### src/hdl/sal_pkg.sv
// shared types and character constants for the script argument line parser
`default_nettype none
package sal_pkg;

  localparam logic [7:0] CH_BSLASH = 8'h5C;
  localparam logic [7:0] CH_TAB    = 8'h09;
  localparam logic [7:0] CH_NL     = 8'h0A;
  localparam logic [7:0] CH_CR     = 8'h0D;
  localparam logic [7:0] CH_BS     = 8'h08;
  localparam logic [7:0] CH_SPACE  = 8'h20;
  localparam logic [7:0] CH_ZERO   = 8'h30;
  localparam logic [7:0] CH_SEVEN  = 8'h37;
  localparam logic [7:0] CH_LC_N   = 8'h6E;
  localparam logic [7:0] CH_LC_R   = 8'h72;
  localparam logic [7:0] CH_LC_T   = 8'h74;
  localparam logic [7:0] CH_LC_B   = 8'h62;

  typedef enum logic [2:0] {
    MODE_SKIP = 3'd0,
    MODE_ARG  = 3'd1,
    MODE_ESC  = 3'd2,
    MODE_OCT1 = 3'd3,
    MODE_OCT2 = 3'd4,
    MODE_DONE = 3'd5,
    MODE_ERR  = 3'd6
  } mode_t;

  typedef enum logic [1:0] {
    KIND_CHAR = 2'd0,
    KIND_SEP  = 2'd1,
    KIND_END  = 2'd2,
    KIND_ERR  = 2'd3
  } kind_t;

  typedef struct packed {
    logic [7:0] data_byte;
    logic       end_of_file;
    logic       new_file;
  } item_t;

  typedef struct packed {
    logic       emit;
    kind_t      kind;
    logic [7:0] char_value;
  } result_t;

endpackage
`default_nettype wire

### src/hdl/sal_if.sv
// valid/ready channel interfaces for input bytes and parser results
`default_nettype none
interface sal_in_if;
  logic       valid;
  logic       ready;
  logic [7:0] data_byte;
  logic       end_of_file;
  logic       new_file;

  modport source (output valid, output data_byte, output end_of_file, output new_file,
                  input ready);
  modport sink (input valid, input data_byte, input end_of_file, input new_file,
                output ready);
endinterface

interface sal_out_if;
  logic       valid;
  logic       ready;
  logic [1:0] kind;
  logic [7:0] char_value;

  modport source (output valid, output kind, output char_value, input ready);
  modport sink (input valid, input kind, input char_value, output ready);
endinterface
`default_nettype wire

### src/hdl/sal_in_stage.sv
// input register stage holding one accepted item
`default_nettype none
module sal_in_stage (
  input  wire logic          clk,
  input  wire logic          rst_n,
  input  wire logic          in_valid,
  output logic               in_ready,
  input  wire sal_pkg::item_t in_item,
  input  wire logic          adv,
  output logic               s1_valid,
  output sal_pkg::item_t     s1_item
);
  import sal_pkg::*;

  logic  valid_r, valid_nxt;
  item_t item_r;

  assign in_ready = !valid_r || adv;

  always_comb begin
    valid_nxt = valid_r;
    if (in_valid && in_ready) begin
      valid_nxt = 1'b1;
    end else if (adv) begin
      valid_nxt = 1'b0;
    end
  end

  always_ff @(posedge clk) begin
    if (!rst_n) begin
      valid_r <= 1'b0;
    end else begin
      valid_r <= valid_nxt;
    end
  end

  always_ff @(posedge clk) begin
    if (in_valid && in_ready) begin
      item_r <= in_item;
    end
  end

  assign s1_valid = valid_r;
  assign s1_item  = item_r;
endmodule
`default_nettype wire

### src/hdl/sal_parse_core.sv
// parse mode state machine: decodes one byte per step into at most one result
`default_nettype none
module sal_parse_core (
  input  wire logic           clk,
  input  wire logic           rst_n,
  input  wire logic           step,
  input  wire sal_pkg::item_t item,
  output sal_pkg::result_t    res
);
  import sal_pkg::*;

  mode_t      mode_r, mode_nxt;
  logic [5:0] oct_r, oct_nxt;

  mode_t      mode_eff;
  logic [5:0] oct_eff;
  logic [7:0] b;
  logic [2:0] dig;
  logic       eof;
  logic       is_oct;

  assign b      = item.data_byte;
  assign eof    = item.end_of_file;
  assign dig    = b[2:0];
  assign is_oct = (b >= CH_ZERO) && (b <= CH_SEVEN);

  always_comb begin
    // a new file restarts at line one before this byte is consumed
    mode_eff = item.new_file ? MODE_SKIP : mode_r;
    oct_eff  = item.new_file ? 6'd0 : oct_r;

    mode_nxt       = mode_eff;
    oct_nxt        = oct_eff;
    res.emit       = 1'b0;
    res.kind       = KIND_CHAR;
    res.char_value = 8'd0;

    case (mode_eff)
      MODE_SKIP: begin
        if (eof) begin
          mode_nxt = MODE_ERR;
          oct_nxt  = 6'd0;
          res.emit = 1'b1;
          res.kind = KIND_ERR;
        end else if (b == CH_NL) begin
          mode_nxt = MODE_ARG;
        end
      end
      MODE_ARG: begin
        if (eof || b == CH_NL) begin
          mode_nxt = MODE_DONE;
          res.emit = 1'b1;
          res.kind = KIND_END;
        end else if (b == CH_SPACE) begin
          res.emit = 1'b1;
          res.kind = KIND_SEP;
        end else if (b == CH_TAB) begin
          mode_nxt = MODE_ERR;
          oct_nxt  = 6'd0;
          res.emit = 1'b1;
          res.kind = KIND_ERR;
        end else if (b == CH_BSLASH) begin
          mode_nxt = MODE_ESC;
        end else begin
          res.emit       = 1'b1;
          res.char_value = b;
        end
      end
      MODE_ESC: begin
        if (eof) begin
          mode_nxt = MODE_ERR;
          oct_nxt  = 6'd0;
          res.emit = 1'b1;
          res.kind = KIND_ERR;
        end else if (is_oct) begin
          oct_nxt  = {3'd0, dig};
          mode_nxt = MODE_OCT1;
        end else begin
          mode_nxt = MODE_ARG;
          res.emit = 1'b1;
          if (b == CH_LC_N) begin
            res.char_value = CH_NL;
          end else if (b == CH_LC_R) begin
            res.char_value = CH_CR;
          end else if (b == CH_LC_T) begin
            res.char_value = CH_TAB;
          end else if (b == CH_LC_B) begin
            res.char_value = CH_BS;
          end else if (b == CH_BSLASH || b == CH_SPACE || b == CH_TAB || b == CH_NL) begin
            res.char_value = b;
          end else begin
            mode_nxt = MODE_ERR;
            oct_nxt  = 6'd0;
            res.kind = KIND_ERR;
          end
        end
      end
      MODE_OCT1: begin
        if (eof || !is_oct) begin
          mode_nxt = MODE_ERR;
          oct_nxt  = 6'd0;
          res.emit = 1'b1;
          res.kind = KIND_ERR;
        end else begin
          oct_nxt  = {oct_eff[2:0], dig};
          mode_nxt = MODE_OCT2;
        end
      end
      MODE_OCT2: begin
        if (eof || !is_oct) begin
          mode_nxt = MODE_ERR;
          oct_nxt  = 6'd0;
          res.emit = 1'b1;
          res.kind = KIND_ERR;
        end else begin
          // three digits make nine bits, only the low eight are kept
          oct_nxt        = 6'd0;
          mode_nxt       = MODE_ARG;
          res.emit       = 1'b1;
          res.char_value = {oct_eff[4:0], dig};
        end
      end
      default: begin
        // done, error and unused codes stay silent
      end
    endcase
  end

  always_ff @(posedge clk) begin
    if (!rst_n) begin
      mode_r <= MODE_SKIP;
      oct_r  <= 6'd0;
    end else if (step) begin
      mode_r <= mode_nxt;
      oct_r  <= oct_nxt;
    end
  end
endmodule
`default_nettype wire

### src/hdl/sal_out_stage.sv
// result register in front of the output channel
`default_nettype none
module sal_out_stage (
  input  wire logic             clk,
  input  wire logic             rst_n,
  input  wire logic             load,
  input  wire sal_pkg::result_t res,
  output logic                  slot_free,
  output logic                  out_valid,
  input  wire logic             out_ready,
  output logic [1:0]            out_kind,
  output logic [7:0]            out_char_value
);
  import sal_pkg::*;

  logic       valid_r, valid_nxt;
  logic [1:0] kind_r;
  logic [7:0] char_r;

  assign slot_free = !valid_r || out_ready;

  always_comb begin
    valid_nxt = valid_r;
    if (load) begin
      valid_nxt = 1'b1;
    end else if (out_ready) begin
      valid_nxt = 1'b0;
    end
  end

  always_ff @(posedge clk) begin
    if (!rst_n) begin
      valid_r <= 1'b0;
    end else begin
      valid_r <= valid_nxt;
    end
  end

  always_ff @(posedge clk) begin
    if (load) begin
      kind_r <= res.kind;
      char_r <= res.char_value;
    end
  end

  assign out_valid      = valid_r;
  assign out_kind       = kind_r;
  assign out_char_value = char_r;
endmodule
`default_nettype wire

### src/hdl/script_arg_line_parser.sv
// top level of the script argument line parser
//
// in_ch carries one script byte per transfer with end_of_file and new_file
// flags; new_file restarts parsing at line one before that byte is used.
// out_ch carries zero or one result per input transfer: kind 0 with the
// decoded argument character, 1 for an argument end, 2 for argument and
// list end, 3 for an error (char_value is zero for kinds 1 to 3).
// The first line is skipped; after list end or an error the block stays
// silent until a new file starts.
// Path: a result passes the input register, then the result register,
// before it is offered on out_ch. Throughput: one input item per cycle
// while out_ch does not stall, set by the mode update between the two
// registers.
// Reset (synchronous, rst_n low) empties both registers and puts the
// parser in first-line skipping. When out_ch stalls, the result register
// holds; an empty input register still takes one more item, then
// in_ch.ready drops until the result is taken. Items with no result pass
// through the parser whenever the result slot is free.
`default_nettype none
module script_arg_line_parser (
  input wire logic clk,
  input wire logic rst_n,
  sal_in_if.sink    in_ch,
  sal_out_if.source out_ch
);
  import sal_pkg::*;

  item_t   in_item;
  item_t   s1_item;
  result_t res;
  logic    s1_valid;
  logic    slot_free;
  logic    adv;

  assign in_item.data_byte   = in_ch.data_byte;
  assign in_item.end_of_file = in_ch.end_of_file;
  assign in_item.new_file    = in_ch.new_file;

  assign adv = s1_valid && slot_free;

  sal_in_stage u_in_stage (
    .clk      (clk),
    .rst_n    (rst_n),
    .in_valid (in_ch.valid),
    .in_ready (in_ch.ready),
    .in_item  (in_item),
    .adv      (adv),
    .s1_valid (s1_valid),
    .s1_item  (s1_item)
  );

  sal_parse_core u_parse_core (
    .clk   (clk),
    .rst_n (rst_n),
    .step  (adv),
    .item  (s1_item),
    .res   (res)
  );

  sal_out_stage u_out_stage (
    .clk            (clk),
    .rst_n          (rst_n),
    .load           (adv && res.emit),
    .res            (res),
    .slot_free      (slot_free),
    .out_valid      (out_ch.valid),
    .out_ready      (out_ch.ready),
    .out_kind       (out_ch.kind),
    .out_char_value (out_ch.char_value)
  );
endmodule
`default_nettype wire

### src/flat_wrapper.sv
// flat-port wrapper written by rule: the top's interface ports become plain ports
module script_arg_line_parser_flat import sal_pkg::*;
  (clk, rst_n, in_ch_valid, in_ch_data_byte, in_ch_end_of_file, in_ch_new_file, in_ch_ready, out_ch_valid, out_ch_kind, out_ch_char_value, out_ch_ready);
  sal_in_if in_ch_i ();
  sal_out_if out_ch_i ();
  input wire logic clk;
  input wire logic rst_n;
  input wire logic [$bits(in_ch_i.valid)-1:0] in_ch_valid;
  input wire logic [$bits(in_ch_i.data_byte)-1:0] in_ch_data_byte;
  input wire logic [$bits(in_ch_i.end_of_file)-1:0] in_ch_end_of_file;
  input wire logic [$bits(in_ch_i.new_file)-1:0] in_ch_new_file;
  output wire logic [$bits(in_ch_i.ready)-1:0] in_ch_ready;
  output wire logic [$bits(out_ch_i.valid)-1:0] out_ch_valid;
  output wire logic [$bits(out_ch_i.kind)-1:0] out_ch_kind;
  output wire logic [$bits(out_ch_i.char_value)-1:0] out_ch_char_value;
  input wire logic [$bits(out_ch_i.ready)-1:0] out_ch_ready;
  assign in_ch_i.valid = in_ch_valid;
  assign in_ch_i.data_byte = in_ch_data_byte;
  assign in_ch_i.end_of_file = in_ch_end_of_file;
  assign in_ch_i.new_file = in_ch_new_file;
  assign in_ch_ready = in_ch_i.ready;
  assign out_ch_valid = out_ch_i.valid;
  assign out_ch_kind = out_ch_i.kind;
  assign out_ch_char_value = out_ch_i.char_value;
  assign out_ch_i.ready = out_ch_ready;
  script_arg_line_parser u_core (.clk(clk), .rst_n(rst_n), .in_ch(in_ch_i), .out_ch(out_ch_i));
endmodule
### config.mk
export PLATFORM = sky130hd
export DESIGN_NAME = script_arg_line_parser_flat
export DESIGN_NICKNAME = d
export VERILOG_FILES = /design/src/hdl/sal_pkg.sv /design/src/hdl/sal_if.sv /design/src/hdl/sal_in_stage.sv /design/src/hdl/sal_parse_core.sv /design/src/hdl/sal_out_stage.sv /design/src/hdl/script_arg_line_parser.sv /design/src/flat_wrapper.sv
export SDC_FILE = /design/constraint.sdc
export NUM_CORES = 1
export LEC_CHECK = 0
export BUFFER_PORTS_ARGS = -buffer_cell sky130_fd_sc_hd__buf_2
export CORE_MARGIN = 2
export CORE_UTILIZATION = 40
export DETAILED_ROUTE_END_ITERATION = 8
export PLACE_DENSITY = 0.57
export REMOVE_ABC_BUFFERS = 1
export SYNTH_ARGS = -nofsm -noshare
export SYNTH_HDL_FRONTEND = slang
export SYNTH_SLANG_ARGS = --single-unit
### constraint.sdc
create_clock -name clk -period 3.2 [get_ports clk]
set_clock_uncertainty 0.15 [all_clocks]
set_input_delay 0.32 -clock clk [delete_from_list [all_inputs] [get_ports clk]]
set_output_delay 0.32 -clock clk [all_outputs]
set_load 0.05 [all_outputs]
==> reports/results.ini, run 1 <==
[clock_network]
cts_tree = built
clock_sinks = 30
cts_buffers = 5
clockBufferDepth = 2
cts_htree_levels = 2
postCtsSetupRepairBufs = 0
cts_hold_buf = 0
post_cts_resize_count = 0
path_clk_slew_ns = 0.06
clockRootBuffer = clkbuf_8
insertion_delay_ns = 0.29

[final_layout]
n_antenna_cell = 0
utilization = 0.475
area_growth_pct = 12.6
layout-drive-gt1-share = 0.205
final_cell_mix = o21ai_0 (25), buf_2 (25), nor2_1 (24), edfxtp_1 (20), nand2_1 (18)
fin_nets = 242

[yosys]
yosysSeqAreaShare = 0.427
syn_area_mm2 = 0.00188
yosys.area.top_type = edfxtp_1
synthDistinctLibCells = 53
yosysWarnings = 0
yosysTopAreaCellShare = 0.320
syn_avg_cell_area_um2 = 9.15
synthTopCellsByArea = edfxtp_1 (32%), dfxtp_1 (11%), o21ai_0 (6.7%)
netlist_instances = 205
synth-edff-count = 20
synthArstFlopShare = 0
synth_ff_type = edfxtp_1
synth-seq-cells = 30

[detailed_routing]
dr_total_vias = 1679
via_per_inst = 5.98
drc = 0
wl_per_cell_um = 16.3
ant_nets = 0
dr.pass1.iters = 5
wirelength_um = 4590
drt_iter0_markers = 185

[power]
p_int_w = 0.000648
irDropWorstVdd_v = 0.000268
finalPower_w = 0.000894
switchingPower_w = 0.000246
p_comb_frac = 0.134
p_sw_frac = 0.275
pwr-share-clk = 0.348
powerDensity_mw_per_mm2 = 424
seqPwrFrac = 0.518
power_leakage_nw = 0.718

[critical_path]
cp-end-kind = flip-flop
startpoint_type = flip-flop
rr_startpoint = u_core.u_in_stage.s1_item[4]
cp_data_arrival_time_ns = 2.47
crit_fanout = 10
critPathKind = flip-flop to flip-flop
required_ns = 3.04
slowest_delay_ns = 0.67
reg2reg_to = u_core.u_out_stage.out_char_value[2]
rrSetupSlack_ns = 0.58
path_buf_inv = 1
path_delay_family = simple AND/OR/NAND/NOR gates
cp_cell_sequence = or4_4 -> nor3_1 -> nor2_1 -> a21oi_1 -> nor2_1 -> nor2_1 -> buf_4
cp_slowest_cell = or4_4
r2r_cells = 7
cpMostUsedCell = nor2_1

[floorplanning]
start_util = 0.422
die_w_um = 72.5
die_area_mm2 = 0.00525
dieHeight_um = 72.5
pin_count = 26
row_count = 24
core-area_mm2 = 0.00444

[worst_hold_path]
hold_depth = 1
holdPathEnd = u_core.u_in_stage.s1_item[8]
hold_path_startpoint = in_ch_data_byte[6]
hp-class = input port to flip-flop

[run_status]
outcome = finished, final reports clean

[timing]
rsz0062_at_grt = no
fmax_mhz = 381
tns_ns = 0
finalCritPeriodShare = 0.820
hold_viol = 0
period_minus_slack_ns = 2.62
relSlewSlack = 0.590
drv_slew = 0
tightest_slew_ns = 0.614
setup_violations = 0

[grt]
grt_pass1_wl_um = 7400
grt_pass1_vias = 1475
antenna_found_initial = 0
track_usage = 0.186
grt.overflow.total = 0
grt_max_degree = 16

[placed_design]
portBuffers = 25
finalWeightedCongestion = 0.904
dpl.hpwl_um = 3360

[job]
drv_cap = 0

per-layer routing:
layer / GRT usage / share of wire / vias to the layer above
li1: - / - / 807
met1: 0.258 / 0.44 / 761
met2: 0.279 / 0.45 / 94
met3: 0.0375 / 0.075 / 17
met4: 0.0844 / 0.030 / 0
met5: 0 / 0 / -
power by group through the flow:
| stage | logic (W) | clock network [W] | registers [W] |
|---|---|---|---|
| after global placement | 0.000120 | 0 | 0.000471 |
| after detailed placement | 0.000118 | 0 | 0.000471 |
| final | 0.000120 | 0.000311 | 0.000464 |
| after global routing | 0.000130 | 0.000335 | 0.000467 |
| after CTS | 0.000118 | 0.000322 | 0.000462 |
| after floorplan | 0.0000618 | 0 | 0.000487 |
synthesized netlist by cell type (2+ instances only):
cell        n
o21ai_0    25
nor2_1     24
edfxtp_1   20
nand2_1    18
a21oi_1    13
dfxtp_1    10
inv_1       8
clkbuf_1    6
nand2b_1    5
nor3_1      5
a31oi_1     4
nand3_1     4
nor2b_1     4
a211oi_1    3
buf_2       3
o22ai_1     3
o2bb2ai_1   3
a311oi_1    2
buf_6       2
mux2i_1     2
nor3_4      2
nor4_4      2
o211ai_1    2
o21ba_1     2
o31ai_1     2
o32ai_1     2
or3_1       2
or4_1       2
final cells by class:
class | count | area [um2]
Clock buffer | 7 | 86.3
Clock inverter | 1 | 5.00
Fill cell | 436 | 2330
Inverter | 8 | 30.0
Multi-Input combinational cell | 156 | 985
Sequential cell | 30 | 801
Tap cell | 52 | 65.1
Timing Repair Buffer | 27 | 140
state kept, by name (all words and copies together) (netlist names):
name,cells
u_core.u_in_stage.s1_item,10
u_core.u_parse_core.mode_r,3
u_core.u_in_stage.s1_valid,1
u_core.u_out_stage.out_kind,2
u_core.u_out_stage.out_valid,1
u_core.u_parse_core.oct_r,5
u_core.u_out_stage.out_char_value,8
stage by stage:
| stage | setup WS [ns] | instances | instance area, um2 | hold slack (ns) |
|---|---|---|---|---|
| after floorplan | 0.528 | 194 | 1820 | 0.269 |
| after global placement | 0.619 | 273 | 2020 | 0.320 |
| after detailed placement | 0.610 | 273 | 2020 | 0.324 |
| after CTS | 0.591 | 281 | 2110 | 0.0512 |
| after global routing | 0.445 | 281 | 2110 | 0.0523 |
| final | 0.576 | 281 | 2110 | 0.0559 |
worst max path at each step:
stage / startpoint / to / slack, ns / cells after the start
floorplan: u_core.u_in_stage.s1_item[4] / u_core.u_out_stage.out_char_value[0] / 0.53 / 6
global placement: u_core.u_in_stage.s1_item[4] / u_core.u_out_stage.out_kind[0] / 0.62 / 7
detailed placement: u_core.u_in_stage.s1_item[4] / u_core.u_out_stage.out_char_value[5] / 0.61 / 7
CTS: u_core.u_in_stage.s1_item[4] / u_core.u_out_stage.out_char_value[1] / 0.59 / 7
global route: u_core.u_in_stage.s1_item[4] / u_core.u_out_stage.out_char_value[2] / 0.44 / 7
finish: u_core.u_in_stage.s1_item[4] / u_core.u_out_stage.out_char_value[2] / 0.58 / 7
kinds of logic (layout without fill, tap and decap cells):
kind of cell | Yosys count | after routing | share of synthesized area
AO/OA/AOI/OAI | 67 | 67 | 0.229
XOR/XNOR | 2 | 2 | 0.00934
adder cells (fa/ha/maj) | 1 | 1 | 0.00534
buffers and inverters | 19 | 43 | 0.0480
flip-flops | 30 | 30 | 0.427
multiplexers | 3 | 3 | 0.0167
AND/OR/NAND/NOR | 83 | 83 | 0.265
Power figures use the tool's default switching activity.
==> run 2, diff against run 1 <==
clock period = 2.5 ns   (was 3.2 ns; I/O delays follow)
==> run 2 against run 1 <==
  * Clock-buffer cell count is 1 higher
  * Register-to-register slack worse by 0.48 ns
  * Critical path depth is 2 lower
  * Worst hold slack worse by 0.021 ns
  * Final cell count is 11% higher
  * Core utilization is 6.2 points higher
  * Largest power group unchanged
  * Clock power is 30% higher
  * Cell area is 13% higher
==> reports/results.ini, run 2 (synthesized netlist as in run 1, its figures left out) <==
[detailed_routing]
drc = 0  ; unchanged
wirelength_um = 4950  ; +7.8%
dr.pass1.iters = 4  ; -1
ant_nets = 0  ; unchanged
via_per_inst = 5.66  ; -5.3%
wl_per_cell_um = 15.9  ; -2.6%
dr_total_vias = 1760  ; +4.8%
drt_iter0_markers = 198  ; +7.0%

[power]
p_sw_frac = 0.276  ; +0.000689
pwr-share-clk = 0.341  ; -0.007
p_int_w = 0.000860  ; +33%
finalPower_w = 0.00119  ; +33%
power_leakage_nw = 0.852  ; +19%
powerDensity_mw_per_mm2 = 497  ; +17%
switchingPower_w = 0.000327  ; +33%
irDropWorstVdd_v = 0.000248  ; -7.3%
p_comb_frac = 0.171  ; +0.037
seqPwrFrac = 0.488  ; -0.030

[timing]
tns_ns = 0  ; unchanged
period_minus_slack_ns = 2.40  ; -0.222 ns
drv_slew = 0  ; unchanged
rsz0062_at_grt = yes
hold_viol = 0  ; unchanged
tightest_slew_ns = 0.458  ; -0.156 ns
fmax_mhz = 416  ; +9.2%
finalCritPeriodShare = 0.961  ; +0.141
relSlewSlack = 0.694  ; +0.104
setup_violations = 0  ; unchanged

[clock_network]
clock_sinks = 30  ; unchanged
cts_tree = built
insertion_delay_ns = 0.28  ; about the same
cts_htree_levels = 2  ; unchanged
clockRootBuffer = clkbuf_8
cts_buffers = 5  ; unchanged
clockBufferDepth = 2  ; unchanged
postCtsSetupRepairBufs = 0  ; unchanged
path_clk_slew_ns = 0.06  ; about the same

[floorplanning]
row_count = 24  ; unchanged
pin_count = 26  ; unchanged
die_w_um = 72.5  ; unchanged
die_area_mm2 = 0.00525  ; unchanged
start_util = 0.422  ; unchanged
dieHeight_um = 72.5  ; unchanged
core-area_mm2 = 0.00444  ; unchanged

[worst_hold_path]
hp-class = input port to flip-flop
hold_path_startpoint = in_ch_valid
hold_depth = 3  ; +2
holdPathEnd = u_core.u_in_stage.s1_valid

[final_layout]
largest_reg_flops = 10  ; unchanged
stdcell_count = 311  ; +11%
layout-drive-gt1-share = 0.270  ; +0.0650
final_cell_mix = o21ai_0 (25), buf_2 (25), nor2_1 (24), buf_4 (22), edfxtp_1 (20)
n_antenna_cell = 0  ; unchanged
fin_nets = 272  ; +12%
area_growth_pct = 27.4

[critical_path]
reg2reg_to = u_core.u_parse_core.oct_r[4]
cp_data_arrival_time_ns = 2.43  ; -0.04 ns
required_ns = 2.53  ; -0.51 ns
cp_cell_sequence = or4_4 -> nor3_4 -> a31oi_1 -> or3_1 -> o21ba_1
critPathKind = flip-flop to flip-flop
r2r_cells = 5  ; -2
cp_slowest_cell = or4_4
rr_startpoint = u_core.u_in_stage.s1_item[4]
cp-end-kind = flip-flop
slowest_delay_ns = 0.64  ; -0.03 ns
crit_fanout = 7  ; -3
startpoint_type = flip-flop
rrSetupSlack_ns = 0.1  ; -0.48 ns

[grt]
grt_pass1_wl_um = 8320  ; +13%
grt_pass1_vias = 1726  ; +17%
track_usage = 0.209  ; +0.0234
grt_max_degree = 12  ; -4
grt.overflow.total = 0  ; unchanged
antenna_found_initial = 0  ; unchanged

[placed_design]
finalWeightedCongestion = 0.941  ; +4.1%
dpl.hpwl_um = 3720  ; +11%
placed_cells = 293  ; +7.3%
portBuffers = 25  ; unchanged

[run_status]
outcome = finished, final reports clean

[job]
drv_cap = 0  ; unchanged

==> run 2: cell count changes in the layout (fill, tap and decap cells not counted), sizes merged <==
cell | before | now
buf | 27 | 47
dlygate4sd3 | 0 | 10
clkinv | 1 | 0
clkbuf | 7 | 8
==> run 2: worst max-delay path by stage <==
stage / from / endpoint / slack (ns) / depth (start not counted)
final: u_core.u_in_stage.s1_item[4] / u_core.u_parse_core.oct_r[4] / 0.1 / 5
after global routing: u_core.u_in_stage.s1_item[4] / u_core.u_parse_core.mode_r[1] / -0.004 / 6
after CTS: u_core.u_in_stage.s1_item[4] / u_core.u_out_stage.out_kind[0] / 0.02 / 7
after detailed placement: u_core.u_in_stage.s1_item[9] / u_core.u_out_stage.out_char_value[5] / 0.04 / 7
after global placement: u_core.u_in_stage.s1_item[9] / u_core.u_out_stage.out_kind[0] / 0.03 / 7
after floorplan: u_core.u_in_stage.s1_item[4] / u_core.u_out_stage.out_char_value[0] / -0.17 / 6
==> run 2: layer usage <==
| layer | vias to the layer above | track usage | share of wire |
|---|---|---|---|
| met5 | - | 0 | 0 |
| met4 | 0 | 0.0905 | 0.014 |
| met3 | 8 | 0.0472 | 0.070 |
| met2 | 75 | 0.319 | 0.47 |
| met1 | 807 | 0.286 | 0.44 |
| li1 | 870 | - | - |
==> run 2: layout make-up <==
cell class | instances | area (um2)
fillers | 415 | 2060
multi-input cells | 156 | 1010
well taps | 52 | 65.1
repair buffers | 57 | 390
clock buffers | 8 | 90.1
flip-flops and latches | 30 | 801
inverters | 8 | 30.0
==> run 2: power by group through the flow <==
stage | sequential [W] | clock [W] | combinational [W]
floorplan | 0.000624 | 0 | 0.0000792
global placement | 0.000590 | 0 | 0.000187
detailed placement | 0.000590 | 0 | 0.000185
CTS | 0.000579 | 0.000418 | 0.000198
global route | 0.000583 | 0.000442 | 0.000219
finish | 0.000579 | 0.000405 | 0.000203
==> run 2: repair_timing <==
| action | CTS | global route |
|---|---|---|
| endpoints found under the hold margin | 10 | 0 |
| endpoints found under the setup margin | 0 | 17 |
| hold buffers | 10 | 0 |
| resized for setup | 0 | 6 |
==> run 2: through the flow <==
stage               utilization  instance area (um2)  hold slack, ns  worst slack, ns
detailed placement        0.488                 2170           0.278           0.0412
CTS                       0.531                 2360          0.0329           0.0238
floorplan                     -                 1820           0.199           -0.172
global placement          0.488                 2170           0.277           0.0279
finish                    0.537                 2390          0.0348           0.0978
global route              0.537                 2390          0.0405         -0.00425
==> run 2: worst max-delay path, delay by kind of cell, from the launching register on <==
family           cells  cell delay (ns)
AO/OA/AOI/OAI        2             0.39
AND/OR/NAND/NOR      3             1.34
flip-flops           1             0.42
==> run 3, diff against run 2 <==
SYNTH_HIERARCHICAL = 1   (was default)
==> run 3 against run 2 <==
  * Clock-buffer cell count down 3
  * Worst setup slack better by 0.037 ns
  * Combinational power up 31%
  * Worst hold slack better by 0.035 ns
  * Sequential cell count unchanged
  * Sequential share of layout area down 0.43 points
  * Clock power up 19%
  * Via count up 3.5%
  * Critical path depth up 1
  * Routed wire length down 0.87%
  * Register-to-register slack better by 0.04 ns
  * Largest cell class unchanged
  * Largest power group unchanged
  * Highest routed layer unchanged
==> reports/results.ini, run 3 <==
[run_status]
outcome = finished, final reports clean

[critical_path]
startpoint_type = flip-flop
cp_data_arrival_time_ns = 2.25  ; -0.18 ns
crit_fanout = 6  ; -1
cp-end-kind = flip-flop
rr_startpoint = u_core/u_in_stage/s1_item[8]
crit_start = u_core/u_in_stage/s1_item[8]
critPathKind = flip-flop to flip-flop
required_ns = 2.38  ; -0.15 ns
rrSetupSlack_ns = 0.13  ; +0.04 ns

[detailed_routing]
wl_per_cell_um = 15.6  ; -2.1%
ant_nets = 0  ; unchanged
drc = 0  ; unchanged
wirelength_um = 4900  ; -0.87%
dr.pass1.iters = 4  ; unchanged
dr_total_vias = 1822  ; +3.5%
via_per_inst = 5.78  ; +2.2%
drt_iter0_markers = 140  ; -29%

[timing]
period_minus_slack_ns = 2.37  ; -0.0369 ns
finalCritPeriodShare = 0.946  ; -0.0148
fin_ws_ns = 0.135  ; +0.0369 ns
fmax_mhz = 423  ; +1.6%
hold_viol = 0  ; unchanged
tightest_slew_ns = 0.497  ; +0.0392 ns
drv_slew = 0  ; unchanged
timing.hold.ws_ns = 0.0694  ; +0.0346 ns
rsz0062_at_grt = no
relSlewSlack = 0.668  ; -0.0255
tns_ns = 0  ; unchanged
setup_violations = 0  ; unchanged

[job]
drv_cap = 0  ; unchanged

[grt]
grt.overflow.total = 0  ; unchanged
track_usage = 0.195  ; -0.0139
grt_pass1_wl_um = 7910  ; -5.0%
antenna_found_initial = 0  ; unchanged
grt_pass1_vias = 1674  ; -3.0%
grt_max_degree = 14  ; +2

[floorplanning]
pin_count = 26  ; unchanged
row_count = 25  ; +4.2%
die_area_mm2 = 0.00538  ; +2.3%
start_util = 0.410  ; -0.0124
core-area_mm2 = 0.00469  ; +5.6%
dieHeight_um = 73.3  ; +1.2%
die_w_um = 73.3  ; +1.2%

[placed_design]
portBuffers = 25  ; unchanged
finalWeightedCongestion = 0.904  ; -3.9%
dpl.hpwl_um = 3640  ; -2.0%
place_ws_ns = 0.135  ; +0.0940 ns
dpl-instance-area_mm2 = 0.00219  ; +0.81%

[worst_hold_path]
hold_path_startpoint = in_ch_valid
hp-class = input port to flip-flop

[clock_network]
cts_htree_levels = 2  ; unchanged
clock_sinks = 30  ; unchanged
clockBufferDepth = 2  ; unchanged
path_clk_slew_ns = 0.07  ; about the same
cts_tree = built
insertion_delay_ns = 0.28  ; about the same
clockRootBuffer = clkbuf_8
cts_buffers = 5  ; unchanged

[yosys]
synthDistinctLibCells = 66  ; +25%
yosysTopAreaCellShare = 0.313  ; -0.00771
synthTopCellsByArea = edfxtp_1 (31%), dfxtp_1 (10%), o21ai_0 (4.7%)
syn_avg_cell_area_um2 = 9.20  ; +0.51%
synth_top_cells_by_count = edfxtp_1 (20), nor2_1 (20), o21ai_0 (18)
yosysSeqAreaShare = 0.417  ; -0.0103
netlist_instances = 209  ; +2.0%
yosys.area.top_type = edfxtp_1
synth-edff-count = 20  ; unchanged
synthArstFlopShare = 0  ; unchanged
yosysWarnings = 6  ; +6
syn_area_mm2 = 0.00192  ; +2.5%
synth-seq-cells = 30  ; unchanged
synth_ff_type = edfxtp_1

[power]
finalPower_w = 0.00133  ; +12%
irDropWorstVdd_v = 0.000347  ; +40%
powerDensity_mw_per_mm2 = 550  ; +11%
power_leakage_nw = 0.912  ; +7.0%

[final_layout]
design_area_mm2 = 0.00242  ; +1.3%
final_common_cell = buf_2
area_growth_pct = 25.9
n_antenna_cell = 0  ; unchanged
layout-drive-gt1-share = 0.295  ; +0.0247
final_cell_mix = buf_2 (25), buf_4 (23), edfxtp_1 (20), nor2_1 (20), o21ai_0 (18)
largest_reg_flops = 10  ; unchanged
fin_nets = 274  ; +0.74%

## run 3: cells by family (layout without fill, tap and decap cells)
logic type,count (synthesis),in the layout,share of synthesized area
AO/OA/AOI/OAI,70,70,0.251
XOR/XNOR,1,1,0.00456
buffers and inverters,21,73,0.0534
flip-flops,30,30,0.417
AND/OR/NAND/NOR,87,87,0.275
## run 3: cell type report
cell class,instances,area [um2]
tap,54,67.6
clock buffer,5,68.8
multi-input combinational,158,1020
sequential,30,801
clock inverter,3,40.0
inverter,7,26.3
fill,439,2270
timing repair buffer,58,398
## run 3: worst paths after layout
path / to / cells past startpoint
worst max register to register: u_core/u_out_stage/out_char_value[3] / 6
worst min-delay path: u_core/u_in_stage/s1_valid / 3
worst max-delay path: u_core/u_out_stage/out_char_value[3] / 6
worst min register to register: u_core/u_out_stage/out_valid / 2
## run 3: repair_timing
item	CTS	global route
setup buffers	0	3
resized for setup	0	0
hold endpoints to repair	10	0
setup endpoints to repair	0	2
hold buffers	10	0
## run 3: metrics by stage
stage | utilization | instances
after floorplan | - | 195
after global routing | 0.516 | 315
after global placement | 0.466 | 294
after detailed placement | 0.466 | 294
final | 0.516 | 315
after CTS | 0.511 | 312
## run 3: per-layer routing
metal,wire length [um],vias up,global-route usage,share of wire
met2,2300,76,0.316,0.47
met5,0,-,0,0
met4,111,0,0.0747,0.023
li1,-,892,-,-
met3,286,10,0.0412,0.058
met1,2210,844,0.256,0.45
## run 3: critical path, stage by stage (launching register included)
cell and delay (ns):
edfxtp_1 0.46, nand4b_1 0.15, or4b_1 0.50, a21oi_2 0.24, nor2_1 0.09, or2_4 0.24, a221o_1 0.29
## run 3: report_power, final
group | switching (W) | internal (W)
Clock | 0.000187 | 0.000293
Sequential | 0.0000227 | 0.000562
Combinational | 0.000161 | 0.000103
